File: src/mlrrs_pkg.sv
// ----------------------------------------------------------------------------
// mlrrs_pkg
// Shared sizes, codes and helpers of the multilevel round-robin scheduler.
// ----------------------------------------------------------------------------
package mlrrs_pkg;

    localparam int QUEUE_DEPTH = 16;
    localparam int ID_WIDTH    = 16;
    localparam int LEVELS      = 4;

    localparam int LEVEL_W = $clog2(LEVELS);
    localparam int IDX_W   = (QUEUE_DEPTH > 1) ? $clog2(QUEUE_DEPTH) : 1;
    localparam int OCC_W   = $clog2(QUEUE_DEPTH + 1);
    localparam int ADDR_W  = LEVEL_W + IDX_W;
    localparam int MEM_DEPTH = LEVELS * (2 ** IDX_W);

    // fixed port field widths
    localparam int PID_FIELD_W  = 16;
    localparam int PRIO_FIELD_W = 3;
    localparam int QUANT_W      = 8;
    localparam int STATUS_W     = 2;
    localparam int APB_ADDR_W   = 4;
    localparam int APB_DATA_W   = 32;

    typedef logic [ID_WIDTH-1:0] t_id;
    typedef logic [IDX_W-1:0]    t_idx;
    typedef logic [OCC_W-1:0]    t_occ;
    typedef logic [LEVEL_W-1:0]  t_level;
    typedef logic [QUANT_W-1:0]  t_quant;
    typedef logic [STATUS_W-1:0] t_status;

    localparam t_status ST_OK       = 2'd0;
    localparam t_status ST_BAD_PRIO = 2'd1;
    localparam t_status ST_FULL     = 2'd2;
    localparam t_status ST_EMPTY    = 2'd3;

    localparam logic OP_ADD  = 1'b0;
    localparam logic OP_NEXT = 1'b1;

    localparam t_level REG_QUANTUM0 = 2'd0;
    localparam t_level REG_QUANTUM1 = 2'd1;
    localparam t_level REG_QUANTUM2 = 2'd2;
    localparam t_level REG_QUANTUM3 = 2'd3;

    localparam t_quant QUANTUM0_RST = 8'd4;
    localparam t_quant QUANTUM1_RST = 8'd3;
    localparam t_quant QUANTUM2_RST = 8'd2;
    localparam t_quant QUANTUM3_RST = 8'd1;

    localparam t_level PTR_RST = t_level'(LEVELS - 1);

    // ring position after idx, wrapping at the queue depth
    function automatic t_idx next_idx(input t_idx idx);
        t_idx res;
        if (idx == t_idx'(QUEUE_DEPTH - 1)) begin
            res = '0;
        end else begin
            res = idx + t_idx'(1);
        end
        return res;
    endfunction

endpackage

File: src/multilevel_round_robin_scheduler_core.sv
// ----------------------------------------------------------------------------
// multilevel_round_robin_scheduler_core
// Four priority FIFO queues of process handles served in rotating order.
// ----------------------------------------------------------------------------
// Input channel: i_in_valid / o_in_stall with i_operation, i_process_id and
// i_priority_req. Add appends the handle to its level's queue; next advances
// the rotation pointer and serves the first non-empty level from there.
// Output channel: o_out_valid / i_out_stall with o_status, o_granted_id,
// o_quantum and o_any_waiting; one result per accepted item, in order.
// One item at a time: o_in_stall is high from acceptance until its result
// is loaded into the output register. A next probes one level per cycle
// with the shared occupancy compare (1 to 4 levels) and, on a hit, reads
// the queue memory through a register. A new item can be taken while the
// last result still waits. A stalled result holds; a finished item waits in
// the sequencer until the output register is free.
// Reset (synchronous, active low) empties all queues, sets the rotation
// pointer to level 3 and the quanta to 4, 3, 2, 1. The queue memory itself
// is not cleared; no entry is read before it is written.
// APB: quantum of level i at byte address 4*i, 8 bits, always ready.
// ----------------------------------------------------------------------------
module multilevel_round_robin_scheduler_core
    import mlrrs_pkg::*;
(
    input  logic                    i_clk,
    input  logic                    i_rst_n,
    // input channel
    input  logic                    i_in_valid,
    output logic                    o_in_stall,
    input  logic                    i_operation,
    input  logic [PID_FIELD_W-1:0]  i_process_id,
    input  logic [PRIO_FIELD_W-1:0] i_priority_req,
    // output channel
    output logic                    o_out_valid,
    input  logic                    i_out_stall,
    output logic [STATUS_W-1:0]     o_status,
    output logic [PID_FIELD_W-1:0]  o_granted_id,
    output logic [QUANT_W-1:0]      o_quantum,
    output logic                    o_any_waiting,
    // configuration
    input  logic                    psel,
    input  logic                    penable,
    input  logic                    pwrite,
    input  logic [APB_ADDR_W-1:0]   paddr,
    input  logic [APB_DATA_W-1:0]   pwdata,
    output logic [APB_DATA_W-1:0]   prdata,
    output logic                    pready
);

    localparam logic [2:0] S_IDLE = 3'd0;
    localparam logic [2:0] S_ADD  = 3'd1;
    localparam logic [2:0] S_SCAN = 3'd2;
    localparam logic [2:0] S_READ = 3'd3;
    localparam logic [2:0] S_DONE = 3'd4;

    logic [2:0]              r_state;
    logic                    r_op;
    t_id                     r_pid;
    logic [PRIO_FIELD_W-1:0] r_prio;
    t_level                  r_ptr;
    t_level                  r_k;
    t_level                  r_lvl;
    t_idx                    r_head [LEVELS];
    t_idx                    r_tail [LEVELS];
    t_occ                    r_occ  [LEVELS];
    t_quant                  r_quant [LEVELS];

    t_status                 r_res_status;
    t_id                     r_res_grant;
    t_quant                  r_res_quant;

    logic                    r_out_valid;
    t_status                 r_out_status;
    t_id                     r_out_grant;
    t_quant                  r_out_quant;
    logic                    r_out_any;

    t_id                     r_mem [MEM_DEPTH];
    t_id                     r_rdata;

    logic                    w_in_accept;
    logic                    w_out_free;
    logic                    w_any;
    logic                    w_cfg_write;
    t_level                  w_scan_lvl;
    t_level                  w_add_lvl;
    logic                    w_scan_hit;
    logic                    w_mem_we;
    logic                    w_mem_re;
    logic [ADDR_W-1:0]       w_mem_waddr;
    logic [ADDR_W-1:0]       w_mem_raddr;

    assign o_in_stall  = (r_state != S_IDLE);
    assign w_in_accept = i_in_valid && !o_in_stall;
    assign w_out_free  = !r_out_valid || !i_out_stall;
    assign w_cfg_write = psel && penable && pwrite && pready;

    always_comb begin
        w_any = 1'b0;
        for (int q = 0; q < LEVELS; q++) begin
            w_any = w_any | (r_occ[q] != '0);
        end
    end

    // shared probe unit: one level per cycle from the pointer onward
    assign w_scan_lvl = r_ptr + r_k;
    assign w_scan_hit = (r_occ[w_scan_lvl] != '0);
    assign w_add_lvl  = r_prio[LEVEL_W-1:0];

    assign w_mem_we    = (r_state == S_ADD) && (r_prio < PRIO_FIELD_W'(LEVELS))
                         && (r_occ[w_add_lvl] != t_occ'(QUEUE_DEPTH));
    assign w_mem_waddr = {w_add_lvl, r_tail[w_add_lvl]};
    assign w_mem_re    = (r_state == S_SCAN) && w_scan_hit;
    assign w_mem_raddr = {w_scan_lvl, r_head[w_scan_lvl]};

    always_ff @(posedge i_clk) begin
        if (w_mem_we) begin
            r_mem[w_mem_waddr] <= r_pid;
        end
        if (w_mem_re) begin
            r_rdata <= r_mem[w_mem_raddr];
        end
    end

    // sequencer and queue bookkeeping
    always_ff @(posedge i_clk) begin
        if (!i_rst_n) begin
            r_state <= S_IDLE;
            r_ptr   <= PTR_RST;
            r_k     <= '0;
            for (int q = 0; q < LEVELS; q++) begin
                r_head[q] <= '0;
                r_tail[q] <= '0;
                r_occ[q]  <= '0;
            end
        end else begin
            case (r_state)
                S_IDLE: begin
                    if (w_in_accept) begin
                        if (i_operation == OP_NEXT) begin
                            r_ptr   <= r_ptr + t_level'(1);
                            r_k     <= '0;
                            r_state <= S_SCAN;
                        end else begin
                            r_state <= S_ADD;
                        end
                    end
                end
                S_ADD: begin
                    if (w_mem_we) begin
                        r_tail[w_add_lvl] <= next_idx(r_tail[w_add_lvl]);
                        r_occ[w_add_lvl]  <= r_occ[w_add_lvl] + t_occ'(1);
                    end
                    r_state <= S_DONE;
                end
                S_SCAN: begin
                    if (w_scan_hit) begin
                        r_head[w_scan_lvl] <= next_idx(r_head[w_scan_lvl]);
                        r_occ[w_scan_lvl]  <= r_occ[w_scan_lvl] - t_occ'(1);
                        r_ptr              <= w_scan_lvl;
                        r_state            <= S_READ;
                    end else if (r_k == t_level'(LEVELS - 1)) begin
                        r_state <= S_DONE;
                    end else begin
                        r_k <= r_k + t_level'(1);
                    end
                end
                S_READ: begin
                    r_state <= S_DONE;
                end
                S_DONE: begin
                    if (w_out_free) begin
                        r_state <= S_IDLE;
                    end
                end
                default: begin
                    r_state <= S_IDLE;
                end
            endcase
        end
    end

    // item latch and result assembly
    always_ff @(posedge i_clk) begin
        if (w_in_accept) begin
            r_op   <= i_operation;
            r_pid  <= t_id'(i_process_id);
            r_prio <= i_priority_req;
        end
        case (r_state)
            S_ADD: begin
                r_res_grant <= '0;
                r_res_quant <= '0;
                if (r_prio >= PRIO_FIELD_W'(LEVELS)) begin
                    r_res_status <= ST_BAD_PRIO;
                end else if (r_occ[w_add_lvl] == t_occ'(QUEUE_DEPTH)) begin
                    r_res_status <= ST_FULL;
                end else begin
                    r_res_status <= ST_OK;
                end
            end
            S_SCAN: begin
                r_lvl        <= w_scan_lvl;
                r_res_status <= ST_EMPTY;
                r_res_grant  <= '0;
                r_res_quant  <= '0;
            end
            S_READ: begin
                r_res_status <= ST_OK;
                r_res_grant  <= r_rdata;
                r_res_quant  <= r_quant[r_lvl];
            end
            default: begin
            end
        endcase
    end

    // output register
    always_ff @(posedge i_clk) begin
        if (!i_rst_n) begin
            r_out_valid <= 1'b0;
        end else if (r_state == S_DONE && w_out_free) begin
            r_out_valid <= 1'b1;
        end else if (!i_out_stall) begin
            r_out_valid <= 1'b0;
        end
    end

    always_ff @(posedge i_clk) begin
        if (r_state == S_DONE && w_out_free) begin
            r_out_status <= r_res_status;
            r_out_grant  <= r_res_grant;
            r_out_quant  <= r_res_quant;
            r_out_any    <= w_any;
        end
    end

    assign o_out_valid   = r_out_valid;
    assign o_status      = r_out_status;
    assign o_granted_id  = PID_FIELD_W'(r_out_grant);
    assign o_quantum     = r_out_quant;
    assign o_any_waiting = r_out_any;

    // quantum registers
    always_ff @(posedge i_clk) begin
        if (!i_rst_n) begin
            r_quant[REG_QUANTUM0] <= QUANTUM0_RST;
            r_quant[REG_QUANTUM1] <= QUANTUM1_RST;
            r_quant[REG_QUANTUM2] <= QUANTUM2_RST;
            r_quant[REG_QUANTUM3] <= QUANTUM3_RST;
        end else if (w_cfg_write) begin
            r_quant[paddr[APB_ADDR_W-1:2]] <= pwdata[QUANT_W-1:0];
        end
    end

    assign prdata = APB_DATA_W'(r_quant[paddr[APB_ADDR_W-1:2]]);
    assign pready = 1'b1;

`ifndef NO_ASSERTIONS
    // no queue ever holds more than its depth
    a_occ_bound: assert property (@(posedge i_clk) disable iff (!i_rst_n)
        (r_occ[0] <= t_occ'(QUEUE_DEPTH)) && (r_occ[1] <= t_occ'(QUEUE_DEPTH))
        && (r_occ[2] <= t_occ'(QUEUE_DEPTH)) && (r_occ[3] <= t_occ'(QUEUE_DEPTH)))
        else $error("queue occupancy above depth");

    // an accepted item blocks the input until its result is built
    a_busy_after_accept: assert property (@(posedge i_clk) disable iff (!i_rst_n)
        w_in_accept |=> o_in_stall)
        else $error("input taken while an item is in flight");

    // nothing waiting means every queue is empty
    a_empty_consistent: assert property (@(posedge i_clk) disable iff (!i_rst_n)
        (o_out_valid && o_status == ST_EMPTY) |-> !o_any_waiting)
        else $error("empty result while a process waits");

    // a grant result only comes from a next item
    a_grant_from_next: assert property (@(posedge i_clk) disable iff (!i_rst_n)
        (r_state == S_READ) |-> (r_op == OP_NEXT))
        else $error("memory read outside a next item");
`endif

endmodule
File: config.mk
export PLATFORM = sky130hd
export DESIGN_NAME = multilevel_round_robin_scheduler_core
export DESIGN_NICKNAME = d
export VERILOG_FILES = /design/src/mlrrs_pkg.sv /design/src/multilevel_round_robin_scheduler_core.sv
export SDC_FILE = /design/constraint.sdc
export NUM_CORES = 2
export LEC_CHECK = 0
export ABC_AREA = 1
export BUFFER_PORTS_ARGS = -buffer_cell sky130_fd_sc_hd__clkbuf_2
export CAP_MARGIN = 10
export CORE_ASPECT_RATIO = 1.1
export CORE_UTILIZATION = 60
export DETAILED_ROUTE_END_ITERATION = 10
export PLACE_DENSITY = 0.79
export REMOVE_ABC_BUFFERS = 1
export SYNTH_ARGS = -nofsm -noshare
export SYNTH_HDL_FRONTEND = slang
export SYNTH_SLANG_ARGS = --single-unit
File: constraint.sdc
create_clock -name i_clk -period 8.15 [get_ports i_clk]
set_input_delay 2.445 -clock i_clk [delete_from_list [all_inputs] [get_ports i_clk]]
set_output_delay 2.445 -clock i_clk [all_outputs]
set_load 0.01 [all_outputs]
Word-level counts from Yosys, hierarchy flattened:

Memory sizes are Yosys's and may differ from the RTL's. A register that Yosys moved wholly into a read port is not among the register bits.
Cells that the tools add are included.
W data, S select, Z words.

* register bits after elaboration: 82
* latch bits: 0
* memory bits (writable): 1108
* bits in read-only memories: 0
* word-level logic and storage cells: 140
* memories kept: 5

* add/subtract/negate cells: 7
* $mul: 0
* div/mod/pow operators: 0
* magnitude comparators: 2
* equal/unequal tests: 17
* shift-type cells: 0
* muxes and demuxes: 61
* bitwise gates (word level): 3
* reductions and logical operators: 31

Memories
* r_mem: words 64, bits a word 16, read ports 1, clocked after memory_dff 1, write ports 1, RTL line multilevel_round_robin_scheduler_core.sv:77 `t_id r_mem [MEM_DEPTH];`
* r_quant: words 4, bits a word 8, read ports 2, clocked after memory_dff 1, write ports 4, RTL line multilevel_round_robin_scheduler_core.sv:65 `t_quant r_quant [LEVELS];`
* r_occ: words 4, bits a word 5, read ports 6, clocked after memory_dff 1, write ports 4, RTL line multilevel_round_robin_scheduler_core.sv:64 `t_occ r_occ [LEVELS];`
* r_head: words 4, bits a word 4, read ports 1, clocked after memory_dff 0, write ports 4, RTL line multilevel_round_robin_scheduler_core.sv:62 `t_idx r_head [LEVELS];`
* r_tail: words 4, bits a word 4, read ports 1, clocked after memory_dff 1, write ports 4, RTL line multilevel_round_robin_scheduler_core.sv:63 `t_idx r_tail [LEVELS];`

Operators by type and width (number)
* $mux W4: 10
* $mux W2: 18
* $pmux W16 S2: 1
* $reduce_bool A5 Y1: 5
* $mux W1: 20
* $pmux W8 S2: 1
* $mux W3: 4
* $ne A2 B2 Y1 const B: 6
* $pmux W3 S4: 1
* $mux W5: 2
* $reduce_or A5 Y1: 2
* $add A4 B1 Y4 const B: 2
* $eq A4 B4 Y1 const B: 2
* $mux W8: 1
* $pmux W2 S2: 2
* $reduce_or A4 Y1: 2
* $reduce_or A8 Y1: 1
* $logic_and A1 B1 Y1: 7
* $eq A3 B2 Y1 const B: 2
* $pmux W2 S3: 1
* $reduce_bool A3 Y1: 2
* $add A5 B1 Y5 const B: 1
* $eq A5 B5 Y1 const B: 1
* $ne A5 B5 Y1 const B: 1
* 19 further kinds: 26

Logic depth before layout (Yosys ltp):

* depth in word-level cells: 10
* mapped depth: 19
* mapped depth without buffers: 17

Least setup slack after synthesis:

No wires, ideal clock.

* kind: input port to output port
* start point: input port paddr[2]
* end point: output port prdata[6]
* data arrival time: 3353 ps
* data required time: 5705 ps
* path slack: 2352 ps
* stages on the path: 5
* path through: clkbuf_1 > inv_1 > clkbuf_1 > o21ai_0 > o22ai_1

* cells in the longest elaborated chain, start to end: 1

Ends and longest elaborated chain
* start: declaration: RTL line multilevel_round_robin_scheduler_core.sv:43 `input logic [APB_ADDR_W-1:0] paddr,`
* $mem_v2 Z4 W8
* end: declaration: RTL line multilevel_round_robin_scheduler_core.sv:45 `output logic [APB_DATA_W-1:0] prdata,`

Every way passes these cells.

Final worst setup path:

* start point: input port paddr[2]
* end point: output port prdata[5]

Same word-level chain as after synthesis.

==> flow_metrics.py <==
metrics = {
    "status": {
        "outcome": "completed",
    },
    "timing": {
        "fin_crit_sh_pct": 75.1,
        "fin_crit_ns": 6.12,
        "setup_viol": 0,
        "tightest_slew_ns": 1.14,
        "slew_headroom_pct": 24.3,
        "rsz0062_at_grt": "no",
        "slew_viol_final": 0,
        "finalHoldViolCount": 0,
        "layout_setup_ws_ns": 2.03,
        "clock_skew_ns": 0.0358,
        "tns_ns": 0,
        "fmax_mhz": 163,
    },
    "placement": {
        "place.gp.congestion": 0.907,
        "dp_slack_ns": 2.04,
        "dp_hpwl_um": 68300,
        "io_buffer_count": 73,
    },
    "clock_network": {
        "root_buffer": "clkbuf_16",
        "h-tree-depth": 3,
        "worstSkewPairLatency_ns": 0.70,
        "cts_setup_buffers": 0,
        "cts_tree": "yes",
        "cts_max_path_buffers": 3,
        "hold_buffers": 0,
        "cts_buffers": 110,
        "ctsResizeCount": 0,
        "clk_pin_slew_ns": 0.06,
        "cts.sinks": 1210,
    },
    "yosys": {
        "netlist.area_leader.share_pct": 71.8,
        "yosys.cell_types.count": 41,
        "ys_seq_area_share_pct": 72.2,
        "synthCells": 4450,
        "async_flop_share_pct": 0,
        "synth.largest_area_cell": "edfxtp_1",
        "synth_area_per_cell_um2": 11.3,
        "ys_ff_latch": 1210,
        "synth_edf_count": 1198,
        "synth_top_cells_by_area": "edfxtp_1 (72%), nand2_1 (12%), nand3_1 (6.6%)",
        "ys.flop_type": "edfxtp_1",
        "yosysWarnings": 0,
        "syn-cell-area_mm2": 0.0501,
    },
    "setup_path": {
        "cp_common_cell": "clkbuf_2",
        "cp-end-kind": "primary output",
        "worstSetupPathType": "in -> out",
        "critPathRequiredTime_ns": 5.71,
        "max_stage_delay_ns": 0.45,
        "worstSetupStartpointType": "primary input",
        "arrival_ns": 3.67,
        "cp_cell_sequence": "clkbuf_2, inv_1, o21ai_0, o22ai_1, clkbuf_2",
        "critPathMaxFanout": 19,
        "crit_path_top_delay_cell": "inv_1",
    },
    "floorplan": {
        "die-area_mm2": 0.0847,
        "initial_core_util_pct": 60.9,
        "io_pins": 125,
        "dieWidth_um": 278,
        "core_mm2": 0.0823,
        "rows": 110,
        "die_h_um": 305,
    },
    "global_route": {
        "grt_use_total_pct": 29.6,
        "grt_pass1_wl_um": 189000,
        "grt_pass1_vias": 32897,
        "antenna_found_initial": 2,
        "grt.overflow.total": 0,
        "grt_max_degree": 213,
    },
    "finish": {
        "final_nets": 4564,
        "nFillCells": 5559,
        "final_layout_size_suffix_gt1_share_pct": 8.44,
        "area_growth_pct": 9.94,
        "post-route-util_pct": 67.0,
        "antenna_cells": 0,
    },
    "route": {
        "vias": 34425,
        "drtPass1Iterations": 8,
        "avgRoutedWirePerCell_um": 22.4,
        "routed_via_density": 6.09,
        "detail-route-antenna-nets": 0,
        "drt_iter0_drc": 4889,
        "drcViolationCount": 0,
        "wl_um": 126000,
    },
    "worst_hold_path": {
        "hp-class": "reg -> reg",
    },
    "job": {
        "cap_violations": 0,
    },
}
[cells by family (layout without fill, tap and decap cells)]
group,after synthesis,after routing,share of synthesized area (%)
adder cells (fa/ha/maj),8,8,0.200
AO/OA/AOI/OAI,230,230,2.40
other,2,25,0.0150
AND/OR/NAND/NOR,2619,2619,21.5
flip-flops,1210,1210,72.2
XOR/XNOR,7,7,0.122
multiplexers,2,2,0.0399
buffers and inverters,372,484,3.45
[cell type report]
| type | instances | area (um^2) | area share [%] |
|---|---|---|---|
| flip-flops and latches | 1210 | 36200 | 65.7 |
| multi-input cells | 2891 | 12400 | 22.5 |
| clock buffers | 124 | 2830 | 5.13 |
| well taps | 1064 | 1330 | 2.42 |
| repair buffers | 180 | 1210 | 2.19 |
| clock inverters | 80 | 768 | 1.39 |
| inverters | 100 | 378 | 0.686 |
[critical path, delay by kind of cell]
| kind | cells | cell delay [ns] |
|---|---|---|
| AO/OA/AOI/OAI | 2 | 0.37 |
| buffers and inverters | 3 | 0.86 |
[registers in the layout, indices dropped and copies added, names as in the netlist, named ones only]
signal	flops
r_mem	1024
r_quant	32
r_occ	20
o_granted_id	16
r_head	16
r_pid	16
r_rdata	16
r_res_grant	16
r_tail	16
o_quantum	8
r_res_quant	8
r_prio	3
r_state	3
o_status	2
r_k	2
r_lvl	2
r_ptr	2
r_res_status	2
o_any_waiting	1
o_out_valid	1
[layer usage]
layer	share of wire, %	GRT usage, %
met1	36	38.9
met5	0.021	0
met4	5.4	16.3
met2	48	48.0
met3	11	4.32
[metrics by stage]
stage               cells  hold slack, ns  cell area [um^2]
finish               5649           0.407             55100
global route         5649           0.422             55100
CTS                  5649           0.416             55100
detailed placement   5445           0.405             51500
global placement     5445           0.401             51500
floorplan            4201           0.400             48900
[synth_stat cells (2+ instances only)]
master	number
o22ai_1	8
mux2i_1	2
nor2_1	344
o21ai_2	3
conb_1	2
nor3_1	6
nand3b_1	4
inv_1	93
buf_4	34
o21ai_0	54
clkinv_1	2
buf_1	19
nand2_1	1570
o21ai_1	4
a21oi_1	152
a211oi_1	2
nand2_2	10
edfxtp_1	1198
clkbuf_1	60
inv_2	5
nand3_2	3
nor4_1	5
nand3_1	662
ha_1	8
o31ai_1	2
buf_2	158
a32oi_1	2
xor2_1	6
nand4_1	9
dfxtp_1	12
[final timing paths]
kind | slack (ns) | startpoint | depth (start not counted) | endpoint
setup reg to reg | 3.09 | register | 11 | r_mem[16][7]
hold reg to reg | 0.41 | r_res_grant[8] | 0 | o_granted_id[8]
setup / recovery | 2.03 | paddr[2] | 5 | prdata[5]
hold / removal | 0.41 | r_res_grant[8] | 0 | o_granted_id[8]
[cells in the final DEF (no fill, tap or decap), types with 54 or more instances in the layout]
cell and count:
nand2_1 1567, edfxtp_1 1198, nand3_1 660, nor2_1 331, a21oi_1 152, clkbuf_16 111, buf_4 104, inv_1 92
clkbuf_2 73, o21ai_0 54
Power is left out: the tool's default activity adds up to more than one toggle a clock period on the data nets, which glitch-free logic cannot reach.
